File: src/sv/fpba_pkg.sv
`timescale 1ns / 1ps

package fpba_pkg;

    // Operation codes
    localparam logic FUNC_LOAD  = 1'b0;
    localparam logic FUNC_ALLOC = 1'b1;

    // Fit policies
    localparam logic [1:0] POL_BEST  = 2'd0;
    localparam logic [1:0] POL_FIRST = 2'd1;
    localparam logic [1:0] POL_WORST = 2'd2;

    // Result status codes
    localparam logic [1:0] STAT_GRANTED  = 2'd0;
    localparam logic [1:0] STAT_NOFIT    = 2'd1;
    localparam logic [1:0] STAT_LOADED   = 2'd2;
    localparam logic [1:0] STAT_REJECTED = 2'd3;

    typedef struct packed {
        logic        func;
        logic [3:0]  block_index;
        logic [31:0] block_size;
        logic [31:0] block_used;
        logic [31:0] request_size;
        logic [1:0]  policy;
    } fpba_cmd_t;

    typedef struct packed {
        logic [1:0]  status;
        logic [3:0]  chosen_block;
        logic [31:0] remaining_free;
    } fpba_rsp_t;

    typedef enum logic [2:0] {
        S_IDLE,
        S_DISPATCH,
        S_SCAN,
        S_DRAIN,
        S_FINISH
    } fpba_state_t;

    // Controller to datapath
    typedef struct packed {
        logic in_ready;
        logic scan_adv;
        logic finish;
    } fpba_ctl_t;

    // Datapath to controller
    typedef struct packed {
        logic in_valid;
        logic is_alloc;
        logic scan_none;
        logic scan_last;
        logic out_free;
    } fpba_sts_t;

endpackage

File: src/sv/fpba_if.sv
`timescale 1ns / 1ps

interface fpba_cmd_if
    import fpba_pkg::*;
();
    logic      valid;
    logic      ready;
    fpba_cmd_t data;

    modport source (output valid, output data, input ready);
    modport sink (input valid, input data, output ready);
endinterface

interface fpba_rsp_if
    import fpba_pkg::*;
();
    logic      valid;
    logic      ready;
    fpba_rsp_t data;

    modport source (output valid, output data, input ready);
    modport sink (input valid, input data, output ready);
endinterface

File: src/sv/fit_policy_block_allocator.sv
`timescale 1ns / 1ps

// Contiguous block allocator with best, first and worst fit policies. A load
// transfer (func 0) sets the free space of one table entry to size minus used,
// or is rejected when used exceeds size; an allocate transfer (func 1) scans
// entries 0 .. min(num_blocks, MAX_BLOCKS)-1, picks the fitting entry by policy
// (ties to the lowest index), takes the request out of it and returns the index.
// One command is in flight at a time. A load passes from dispatch to finish; an
// allocation passes through dispatch, a scan, a drain and finish, the scan paced
// by the free-space RAM read port, which delivers one entry per cycle. A policy
// code of 3 or an empty table answers no-fit straight from dispatch. The result
// sits in an output register, so a new command can be taken while the previous
// result waits for its transfer. Entries are never cleared: allocate only over
// entries that were loaded. The user writes num_blocks through cfg_we/cfg_wdata
// only while the block is idle; the block itself does not enforce this.

module fit_policy_block_allocator
    import fpba_pkg::*;
#(
    parameter int MAX_BLOCKS = 16
) (
    input  logic       clk,
    input  logic       rst_n,
    input  logic       cfg_we,
    input  logic [4:0] cfg_wdata,
    fpba_cmd_if.sink   cmd,
    fpba_rsp_if.source rsp
);

    fpba_ctl_t ctl;
    fpba_sts_t sts;

    // Sequence load, scan, drain and finish steps
    fpba_ctrl u_ctrl (
        .clk   (clk),
        .rst_n (rst_n),
        .sts   (sts),
        .ctl   (ctl)
    );

    // Hold the command, the table RAM, the fit compare and the result register
    fpba_dp #(
        .MAX_BLOCKS (MAX_BLOCKS)
    ) u_dp (
        .clk       (clk),
        .rst_n     (rst_n),
        .cfg_we    (cfg_we),
        .cfg_wdata (cfg_wdata),
        .cmd       (cmd),
        .rsp       (rsp),
        .ctl       (ctl),
        .sts       (sts)
    );

endmodule

File: src/sv/fpba_ram.sv
`timescale 1ns / 1ps

module fpba_ram #(
    parameter int WIDTH = 32,
    parameter int DEPTH = 16,
    parameter int AW    = (DEPTH > 1) ? $clog2(DEPTH) : 1
) (
    input  logic             clk,
    input  logic             we,
    input  logic [AW-1:0]    waddr,
    input  logic [WIDTH-1:0] wdata,
    input  logic             re,
    input  logic [AW-1:0]    raddr,
    output logic [WIDTH-1:0] rdata
);

    logic [WIDTH-1:0] mem [DEPTH];
    logic [WIDTH-1:0] rdata_reg;

    always_ff @(posedge clk)
    begin
        if (we)
        begin
            mem[waddr] <= wdata;
        end
        if (re)
        begin
            rdata_reg <= mem[raddr];
        end
    end

    assign rdata = rdata_reg;

endmodule

File: src/sv/fpba_ctrl.sv
`timescale 1ns / 1ps

module fpba_ctrl
    import fpba_pkg::*;
(
    input  logic      clk,
    input  logic      rst_n,
    input  fpba_sts_t sts,
    output fpba_ctl_t ctl
);

    fpba_state_t state_reg;
    fpba_state_t state_next;

    always_ff @(posedge clk or negedge rst_n)
    begin
        if (!rst_n)
        begin
            state_reg <= S_IDLE;
        end
        else
        begin
            state_reg <= state_next;
        end
    end

    always_comb
    begin
        state_next   = state_reg;
        ctl.in_ready = 1'b0;
        ctl.scan_adv = 1'b0;
        ctl.finish   = 1'b0;
        unique case (state_reg)
            S_IDLE:
            begin
                ctl.in_ready = 1'b1;
                if (sts.in_valid)
                begin
                    state_next = S_DISPATCH;
                end
            end
            S_DISPATCH:
            begin
                if (!sts.is_alloc || sts.scan_none)
                begin
                    state_next = S_FINISH;
                end
                else
                begin
                    state_next = S_SCAN;
                end
            end
            S_SCAN:
            begin
                ctl.scan_adv = 1'b1;
                if (sts.scan_last)
                begin
                    state_next = S_DRAIN;
                end
            end
            S_DRAIN:
            begin
                state_next = S_FINISH;
            end
            S_FINISH:
            begin
                // hold until the result register can take the transfer
                if (sts.out_free)
                begin
                    ctl.finish = 1'b1;
                    state_next = S_IDLE;
                end
            end
            default:
            begin
                state_next = S_IDLE;
            end
        endcase
    end

endmodule

File: src/sv/fpba_dp.sv
`timescale 1ns / 1ps

module fpba_dp
    import fpba_pkg::*;
#(
    parameter int MAX_BLOCKS = 16
) (
    input  logic        clk,
    input  logic        rst_n,
    input  logic        cfg_we,
    input  logic [4:0]  cfg_wdata,
    fpba_cmd_if.sink    cmd,
    fpba_rsp_if.source  rsp,
    input  fpba_ctl_t   ctl,
    output fpba_sts_t   sts
);

    localparam int IDX_W = (MAX_BLOCKS > 1) ? $clog2(MAX_BLOCKS) : 1;
    localparam int CNT_W = $clog2(MAX_BLOCKS + 1);

    logic [4:0]       num_blocks_reg;
    fpba_cmd_t        item_reg;
    logic [IDX_W-1:0] scan_cnt_reg;
    logic             cmp_vld_reg;
    logic [IDX_W-1:0] cmp_idx_reg;
    logic             found_reg;
    logic [IDX_W-1:0] best_idx_reg;
    logic [31:0]      best_free_reg;
    logic             out_vld_reg;
    fpba_rsp_t        out_data_reg;

    logic [CNT_W-1:0] limit;
    logic             accept;
    logic             load_ok;
    logic             policy_ok;
    logic [31:0]      rd_data;
    logic             fits;
    logic             take;
    logic             ram_we;
    logic [IDX_W-1:0] ram_waddr;
    logic [31:0]      ram_wdata;
    logic [31:0]      grant_rem;
    fpba_rsp_t        res;

    assign accept    = cmd.valid && ctl.in_ready;
    assign cmd.ready = ctl.in_ready;

    always_comb
    begin
        if (int'(num_blocks_reg) > MAX_BLOCKS)
        begin
            limit = CNT_W'(MAX_BLOCKS);
        end
        else
        begin
            limit = CNT_W'(num_blocks_reg);
        end
    end

    assign load_ok   = (item_reg.block_used <= item_reg.block_size)
                       && (int'(item_reg.block_index) < MAX_BLOCKS);
    assign policy_ok = (item_reg.policy == POL_BEST) || (item_reg.policy == POL_FIRST)
                       || (item_reg.policy == POL_WORST);

    assign sts.in_valid  = cmd.valid;
    assign sts.is_alloc  = (item_reg.func == FUNC_ALLOC);
    assign sts.scan_none = (limit == '0) || !policy_ok;
    assign sts.scan_last = ((CNT_W'(scan_cnt_reg) + CNT_W'(1)) == limit);
    assign sts.out_free  = !out_vld_reg || rsp.ready;

    // Compare the entry read last cycle against the current pick
    assign fits = (rd_data >= item_reg.request_size);
    always_comb
    begin
        take = 1'b0;
        if (cmp_vld_reg && fits)
        begin
            if (!found_reg)
            begin
                take = 1'b1;
            end
            else if (item_reg.policy == POL_BEST)
            begin
                take = (rd_data < best_free_reg);
            end
            else if (item_reg.policy == POL_WORST)
            begin
                take = (rd_data > best_free_reg);
            end
        end
    end

    assign grant_rem = best_free_reg - item_reg.request_size;

    always_comb
    begin
        res       = '0;
        ram_we    = 1'b0;
        ram_waddr = best_idx_reg;
        ram_wdata = grant_rem;
        if (item_reg.func == FUNC_LOAD)
        begin
            res.chosen_block = item_reg.block_index;
            ram_waddr        = IDX_W'(item_reg.block_index);
            ram_wdata        = item_reg.block_size - item_reg.block_used;
            if (load_ok)
            begin
                res.status         = STAT_LOADED;
                res.remaining_free = ram_wdata;
                ram_we             = ctl.finish;
            end
            else
            begin
                res.status = STAT_REJECTED;
            end
        end
        else if (found_reg)
        begin
            res.status         = STAT_GRANTED;
            res.chosen_block   = 4'(best_idx_reg);
            res.remaining_free = grant_rem;
            ram_we             = ctl.finish;
        end
        else
        begin
            res.status = STAT_NOFIT;
        end
    end

    fpba_ram #(
        .WIDTH (32),
        .DEPTH (MAX_BLOCKS),
        .AW    (IDX_W)
    ) u_ram (
        .clk   (clk),
        .we    (ram_we),
        .waddr (ram_waddr),
        .wdata (ram_wdata),
        .re    (ctl.scan_adv),
        .raddr (scan_cnt_reg),
        .rdata (rd_data)
    );

    always_ff @(posedge clk or negedge rst_n)
    begin
        if (!rst_n)
        begin
            num_blocks_reg <= '0;
            cmp_vld_reg    <= 1'b0;
            found_reg      <= 1'b0;
            scan_cnt_reg   <= '0;
            out_vld_reg    <= 1'b0;
        end
        else
        begin
            if (cfg_we)
            begin
                num_blocks_reg <= cfg_wdata;
            end
            cmp_vld_reg <= ctl.scan_adv;
            if (accept)
            begin
                found_reg    <= 1'b0;
                scan_cnt_reg <= '0;
            end
            else
            begin
                if (ctl.scan_adv)
                begin
                    scan_cnt_reg <= scan_cnt_reg + IDX_W'(1);
                end
                if (take)
                begin
                    found_reg <= 1'b1;
                end
            end
            if (ctl.finish)
            begin
                out_vld_reg <= 1'b1;
            end
            else if (rsp.ready)
            begin
                out_vld_reg <= 1'b0;
            end
        end
    end

    always_ff @(posedge clk)
    begin
        if (accept)
        begin
            item_reg <= cmd.data;
        end
        cmp_idx_reg <= scan_cnt_reg;
        if (take)
        begin
            best_idx_reg  <= cmp_idx_reg;
            best_free_reg <= rd_data;
        end
        if (ctl.finish)
        begin
            out_data_reg <= res;
        end
    end

    assign rsp.valid = out_vld_reg;
    assign rsp.data  = out_data_reg;

endmodule

File: src/flat_wrapper.sv
// flat-port wrapper written by rule: the top's interface ports become plain ports
module fit_policy_block_allocator_flat import fpba_pkg::*;
#(
    parameter int MAX_BLOCKS = 16
)
  (clk, rst_n, cfg_we, cfg_wdata, cmd_valid, cmd_data, cmd_ready, rsp_valid, rsp_data, rsp_ready);
  fpba_cmd_if cmd_i ();
  fpba_rsp_if rsp_i ();
  input  logic clk;
  input  logic rst_n;
  input  logic cfg_we;
  input  logic [4:0] cfg_wdata;
  input wire logic [$bits(cmd_i.valid)-1:0] cmd_valid;
  input wire logic [$bits(cmd_i.data)-1:0] cmd_data;
  output wire logic [$bits(cmd_i.ready)-1:0] cmd_ready;
  output wire logic [$bits(rsp_i.valid)-1:0] rsp_valid;
  output wire logic [$bits(rsp_i.data)-1:0] rsp_data;
  input wire logic [$bits(rsp_i.ready)-1:0] rsp_ready;
  assign cmd_i.valid = cmd_valid;
  assign cmd_i.data = cmd_data;
  assign cmd_ready = cmd_i.ready;
  assign rsp_valid = rsp_i.valid;
  assign rsp_data = rsp_i.data;
  assign rsp_i.ready = rsp_ready;
  fit_policy_block_allocator #(.MAX_BLOCKS(MAX_BLOCKS)) u_core (.clk(clk), .rst_n(rst_n), .cfg_we(cfg_we), .cfg_wdata(cfg_wdata), .cmd(cmd_i), .rsp(rsp_i));
endmodule
File: config.mk
export PLATFORM = sky130hd
export DESIGN_NAME = fit_policy_block_allocator_flat
export DESIGN_NICKNAME = d
export VERILOG_FILES = /design/src/sv/fpba_pkg.sv /design/src/sv/fpba_if.sv /design/src/sv/fit_policy_block_allocator.sv /design/src/sv/fpba_ram.sv /design/src/sv/fpba_ctrl.sv /design/src/sv/fpba_dp.sv /design/src/flat_wrapper.sv
export SDC_FILE = /design/constraint.sdc
export NUM_CORES = 1
export LEC_CHECK = 0
export ABC_AREA = 1
export BUFFER_PORTS_ARGS = -buffer_cell sky130_fd_sc_hd__buf_2
export CAP_MARGIN = 15
export CORE_MARGIN = 2
export CORE_UTILIZATION = 50
export DETAILED_ROUTE_END_ITERATION = 10
export PLACE_DENSITY = 0.68
export SLEW_MARGIN = 5
export SYNTH_ARGS = -nofsm -noshare
export SYNTH_HDL_FRONTEND = slang
export SYNTH_HIERARCHICAL = 1
export SYNTH_SLANG_ARGS = --single-unit
File: constraint.sdc
create_clock -name clk -period 15.7 [get_ports clk]
set_input_delay 2.355 -clock clk [delete_from_list [all_inputs] [get_ports clk]]
set_output_delay 2.355 -clock clk [all_outputs]
set_load 0.01 [all_outputs]
=== Yosys cells after proc, flatten, opt, wreduce, memory -nomap -nowiden ===
Memory sizes are Yosys's and may differ from the RTL's. A register that Yosys moved wholly into a read port is not among the register bits.
Index checks and enable logic that the tools add are counted.

* Memory bits (writable): 512
* Memories: 1
* Word-level logic and storage cells: 87
* Output and inout bits: 40
* Bits in registers: 196

{| class="wikitable"
|+ Memories
! name !! depth !! bits a word !! rd ports !! clocked after memory_dff !! write ports !! RTL line !! source
|-
| u_core.u_dp.u_ram.mem || 16 || 32 || 1 || 1 || 1 || fpba_ram.sv:17 || <nowiki>logic [WIDTH-1:0] mem [DEPTH];</nowiki>
|}

* Reduce and logical (&&, ||, !) cells: 17
* Equal/unequal tests: 10
* Multiplexer cells: 32
* $lt $le $gt $ge: 5
* $add $sub $neg: 4

{| class="wikitable"
|+ Operators by type and width
! cell !! count
|-
| 2-to-1 mux 32 bit || 2
|-
| subtractor 32 bit || 2
|-
| 2-to-1 mux 38 bit || 1
|-
| 2-to-1 mux 36 bit || 1
|-
| >= comparator 32 bit || 1
|-
| > comparator 32 bit || 1
|-
| <= comparator 32 bit || 1
|-
| less-than comparator 32 bit || 1
|-
| 2-to-1 mux 1 bit || 19
|-
| one-hot mux 3 bit (5 select lines) || 1
|-
| 2-to-1 mux 3 bit || 4
|-
| 2-to-1 mux 4 bit || 3
|-
| equality test 3 x 2 -> 1 bit, second input constant || 2
|-
| nonzero test 2 bit || 3
|-
| adder 4 x 1 -> 5 bit, second input constant || 1
|-
| equality test 5 bit || 1
|-
| > comparator 5 bit, second input constant || 1
|-
| zero test 5 bit || 1
|-
| logical OR 1 bit || 5
|-
| 2-to-1 mux 5 bit || 1
|-
| adder 4 x 1 -> 4 bit, second input constant || 1
|-
| inequality test 2 x 1 -> 1 bit, second input constant || 2
|-
| equality test 3 x 1 -> 1 bit, second input constant || 1
|-
| equality test 3 bit, second input constant || 1
|-
| other kinds (8) || 11
|}

=== Depth between registers and ports, before layout ===
* Word-level depth: 8
* Mapped depth: 17

=== Cells and area by module ===
Netlist, hierarchy kept.

{| class="wikitable"
|+ By module, submodules not included
! module !! instances !! area each (um^2) !! cells an instance
|-
| fpba_ram || 1 || 23050.9 || 2120
|-
| fpba_dp || 1 || 13035.0 || 1618
|-
| fpba_ctrl || 1 || 173.9 || 25
|}

=== Worst setup path after synthesis ===
Ideal clock, no wire load.

* Path type: input port to flip-flop
* From: in rsp_ready
* To: mem u_core.u_dp.u_ram.mem[12][0], enable pin
* Required time: 15.279 ns
* Data arrival time: 8.299 ns
* Setup time: 0.421 ns
* Path buffers: 0
* Cell stages on the path: 8
* Slack: 6.980 ns
* Cells stage by stage: inv_1 -> nand2_1 -> inv_1 -> nor4_1 -> inv_1 -> nor2_1 -> nand3_1 -> nor2_1

{| class="wikitable"
|+ RTL lines
! element !! RTL line !! source
|-
| start, declared || flat_wrapper.sv:18 || <nowiki>input wire logic [$bits(rsp_i.ready)-1:0] rsp_ready;</nowiki>
|-
| end, declared || fpba_ram.sv:17 ||
|}

==> flow_metrics.py <==
metrics = {
    "power_and_ir_drop": {
        "power.switching_fraction": 0.369,
        "p_leak_nw": 17.9,
        "power_report.internal_total_mw": 4.30,
        "power.density_cell_area_nw_per_um2": 168,
        "vdd_drop_max_uv": 113,
        "combinationalPowerShare": 0.323,
        "net-switching-power_mw": 2.52,
        "clock_power_share": 0.277,
        "p_seq_frac": 0.400,
    },
    "floorplan": {
        "pin_count": 153,
        "die_area_um2": 74700,
        "die_h_um": 273,
        "floorplan.initialDensity": 0.506,
        "row_count": 98,
        "die_width_um": 273,
        "core_footprint_um2": 71600,
    },
    "routing": {
        "post_drt_via_cell_ratio": 5.31,
        "post-route-drc-count": 0,
        "wl_per_cell_um": 19.4,
        "drt_iter0_drc": 2622,
        "detailedRoute.firstPassIterationCount": 5,
        "postRouteWirelength_um": 95100,
        "via_count": 26100,
        "antenna_left": 0,
    },
    "clock_tree": {
        "cts_setup_buffers": 0,
        "insertion_delay_ps": 650,
        "cts_num_sinks": 740,
        "htree_levels": 3,
        "cts-root-buf": "clkbuf_16",
        "post_cts_resize_count": 0,
        "clock_transition_at_path_regs_ps": 60,
        "tritoncts": "yes",
        "cts-hold-fix-buffers": 0,
        "tritoncts_buffers": 81,
        "clk_path_buf_depth": 3,
    },
    "critical_path": {
        "arrival_ps": 5390,
        "critical-path-top-cell-by-count": "inv_1",
        "launch_point_of_the_worst_reg_to_reg_path": "u_core/u_dp/item_reg[34]$_DFFE_PP_",
        "cp.buffers_inverters": 5,
        "critical_path_peak_fanout": 39,
        "cell_chain_critical_path": "buf_2, inv_1, nand2_1, inv_1, nor4_2, buf_4, inv_1, nor2_1, nand3_1, nor2_4",
        "worst_setup_path_startpoint": "rsp_ready",
        "crit_cells": 10,
        "critical_path.slowest_cell": "nor2_4",
        "crit_path_start_kind": "input port",
        "timing.setup.critical_path_class": "input port to register",
        "register_to_register_path_depth": 15,
        "crit_family": "simple AND/OR/NAND/NOR gates",
        "worstSetupEndpointType": "register",
        "critical_path.max_stage_delay_ps": 990,
        "critical_path_required_ps": 15940,
    },
    "final_layout": {
        "mostFrequentLayoutCell": "nand2_1",
        "fillers": 6155,
        "largest_register_ffs": 512,
        "layout-area-overhead-vs-synth_pct": 11.7,
        "fin_util": 0.566,
        "final_net_count": 4145,
        "layout.cell_area.non_filler_um2": 40500,
        "commonest_non_fill_non_tap_cells_in_the_layout": "1128 x nand2_1, 721 x edfxtp_1, 661 x inv_1",
        "final_layout_size_suffix_gt1_frac": 0.0903,
    },
    "global_route": {
        "grt.overflow.total": 0,
        "grt.total_usage": 0.254,
        "grt_pass1_vias": 25000,
        "grt_first_pass_wirelength_um": 144000,
        "grt_start_max_net_pins": 109,
        "antenna_found_initial": 2,
    },
    "yosys": {
        "yosys-top-cells-area": "edfxtp_1 60%, nand2_1 12%, inv_1 6.9%",
        "syn_nets": 4006,
        "syn_inst": 3763,
        "synth.yosys.seq_area_share": 0.610,
        "synth.top_cell.area_share": 0.597,
        "synth_async_sr_flop_share": 0.0203,
        "synthesis.area_per_instance_um2": 9.64,
        "synthesis.yosys.warnings": 6,
        "netlist.top_cell.by_area": "edfxtp_1",
        "synthesis.area_um2": 36300,
        "ys_ff_latch": 740,
        "synth_flop_cell": "edfxtp_1",
        "synth_enable_flop_cells": 721,
        "post_synth_num_cell_types": 40,
    },
    "sta": {
        "timing_hold_violations_final": 0,
        "rsz0062_at_grt": "no",
        "worst_slew_pin_slew_ps": 1160,
        "maxSlewHeadroom": 0.227,
        "post-route-period-util": 0.328,
        "clock_skew_ps": 36.7,
        "setup-tns-final_ps": 0,
        "shortest_period_the_worst_path_allows_ps": 5150,
        "timing.final.setup_violations": 0,
        "fmax_mhz": 194,
        "timing_max_transition_violations_final": 0,
    },
    "worst_hold_path": {
        "timing.hold.worst.start": "u_core/u_dp/cmp_idx_reg[3]$_DFF_P_",
        "whs_path_depth": 0,
        "worstHoldPathType": "register to register",
    },
    "place": {
        "port_buffers": 152,
        "placed_cell_area_um2": 37700,
        "gp_congestion": 0.940,
        "hpwl_um": 63600,
    },
    "status": {
        "status": "finished, final reports clean",
    },
    "flow_run": {
        "max_cap_viol_count": 0,
    },
}
-- logic make-up after synthesis --
family | synth area share
AOI/OAI and AO/OA | 0.0332
adders and majority gates | 0.0453
and+or+nand+nor | 0.216
xor gates and xnor gates | 0.00362
buffers and inverters | 0.0926
DFF | 0.610
-- metal layers --
layer  GRT usage  part of all wire  vias to the layer above
met5           0           0.00018                        -
li1            -                 -                    12600
met3      0.0364             0.067                      182
met1       0.339              0.42                    12300
met2       0.423              0.48                      971
met4      0.0939             0.036                        2
-- cells in the mapped netlist, types with 5 or more instances --
cell type     n
nand4_1      39
nor3_1       15
buf_2        43
o21a_1        6
nand2_1    1128
nor4_1        5
o21ai_1      14
edfxtp_1    721
dfrtp_1      15
buf_6        33
clkbuf_1     26
a21oi_1     110
o21ai_0      86
a21o_1        5
xor2_1       14
or2_2        12
buf_1        15
nor2_1      134
nand3b_1      9
ha_1        128
inv_1       664
nand2_2       5
buf_4         9
nor2_2        7
nand3_1     490
-- worst reg2reg max path, stage by stage, from the launching register on --
cell and delay [ps]:
edfxtp_1 360, ha_1 270, fa_1 390, inv_1 110, nand3_1 70, nand2_1 160, nand2_1 70, nand2_1 120
nand2_1 80, nand2_2 110, nand2_2 70, nand3_4 320, o21ai_2 140, nor2_1 450, nand3_1 440, nor2_4 1000
-- power groups by stage --
| stage | logic [mW] | clock network [mW] | registers, mW |
|---|---|---|---|
| after floorplan | 1.41 | 0 | 2.75 |
| after global placement | 2.14 | 0 | 2.76 |
| after detailed placement | 2.16 | 0 | 2.77 |
| after CTS | 2.18 | 1.92 | 2.73 |
| after global routing | 2.41 | 2.00 | 2.74 |
| final | 2.20 | 1.89 | 2.73 |
-- worst paths after layout --
path                                                             end  slack (ps)
hold reg to reg                u_core/u_dp/best_idx_reg[3]$_DFFE_PP_         400
min in group asynchronous  u_core/u_dp/num_blocks_reg[4]$_DFFE_PN0P_        1630
setup / recovery              u_core/u_dp/u_ram/mem[14][2]$_DFFE_PP_       10550
setup reg to reg              u_core/u_dp/u_ram/mem[14][2]$_DFFE_PP_       11130
hold / removal                 u_core/u_dp/best_idx_reg[3]$_DFFE_PP_         400
max in group asynchronous    u_core/u_dp/scan_cnt_reg[0]$_DFFE_PN0P_       13770
-- cell type report --
| cell class | count | area, um2 | area share |
|---|---|---|---|
| Antenna cell | 2 | 5.00 | 0.000124 |
| Clock buffer | 106 | 2240 | 0.0554 |
| Timing Repair Buffer | 184 | 1070 | 0.0264 |
| Clock inverter | 39 | 425 | 0.0105 |
| Inverter | 669 | 2520 | 0.0623 |
| Tap cell | 950 | 1190 | 0.0293 |
| Multi-Input combinational cell | 2226 | 10900 | 0.270 |
| Sequential cell | 740 | 22100 | 0.546 |
-- stage by stage --
stage                     power [mW]  hold slack [ps]  cells  worst slack (ps)
after global placement          4.90              386   4764              9970
after global routing            7.15              418   4914             10430
final                           6.82              403   4916             10550
after detailed placement        4.93              389   4764              9900
after floorplan                 4.15              386   3763              6980
after CTS                       6.83              403   4909             10490
No activity file was read; power rests on OpenSTA's default activity.
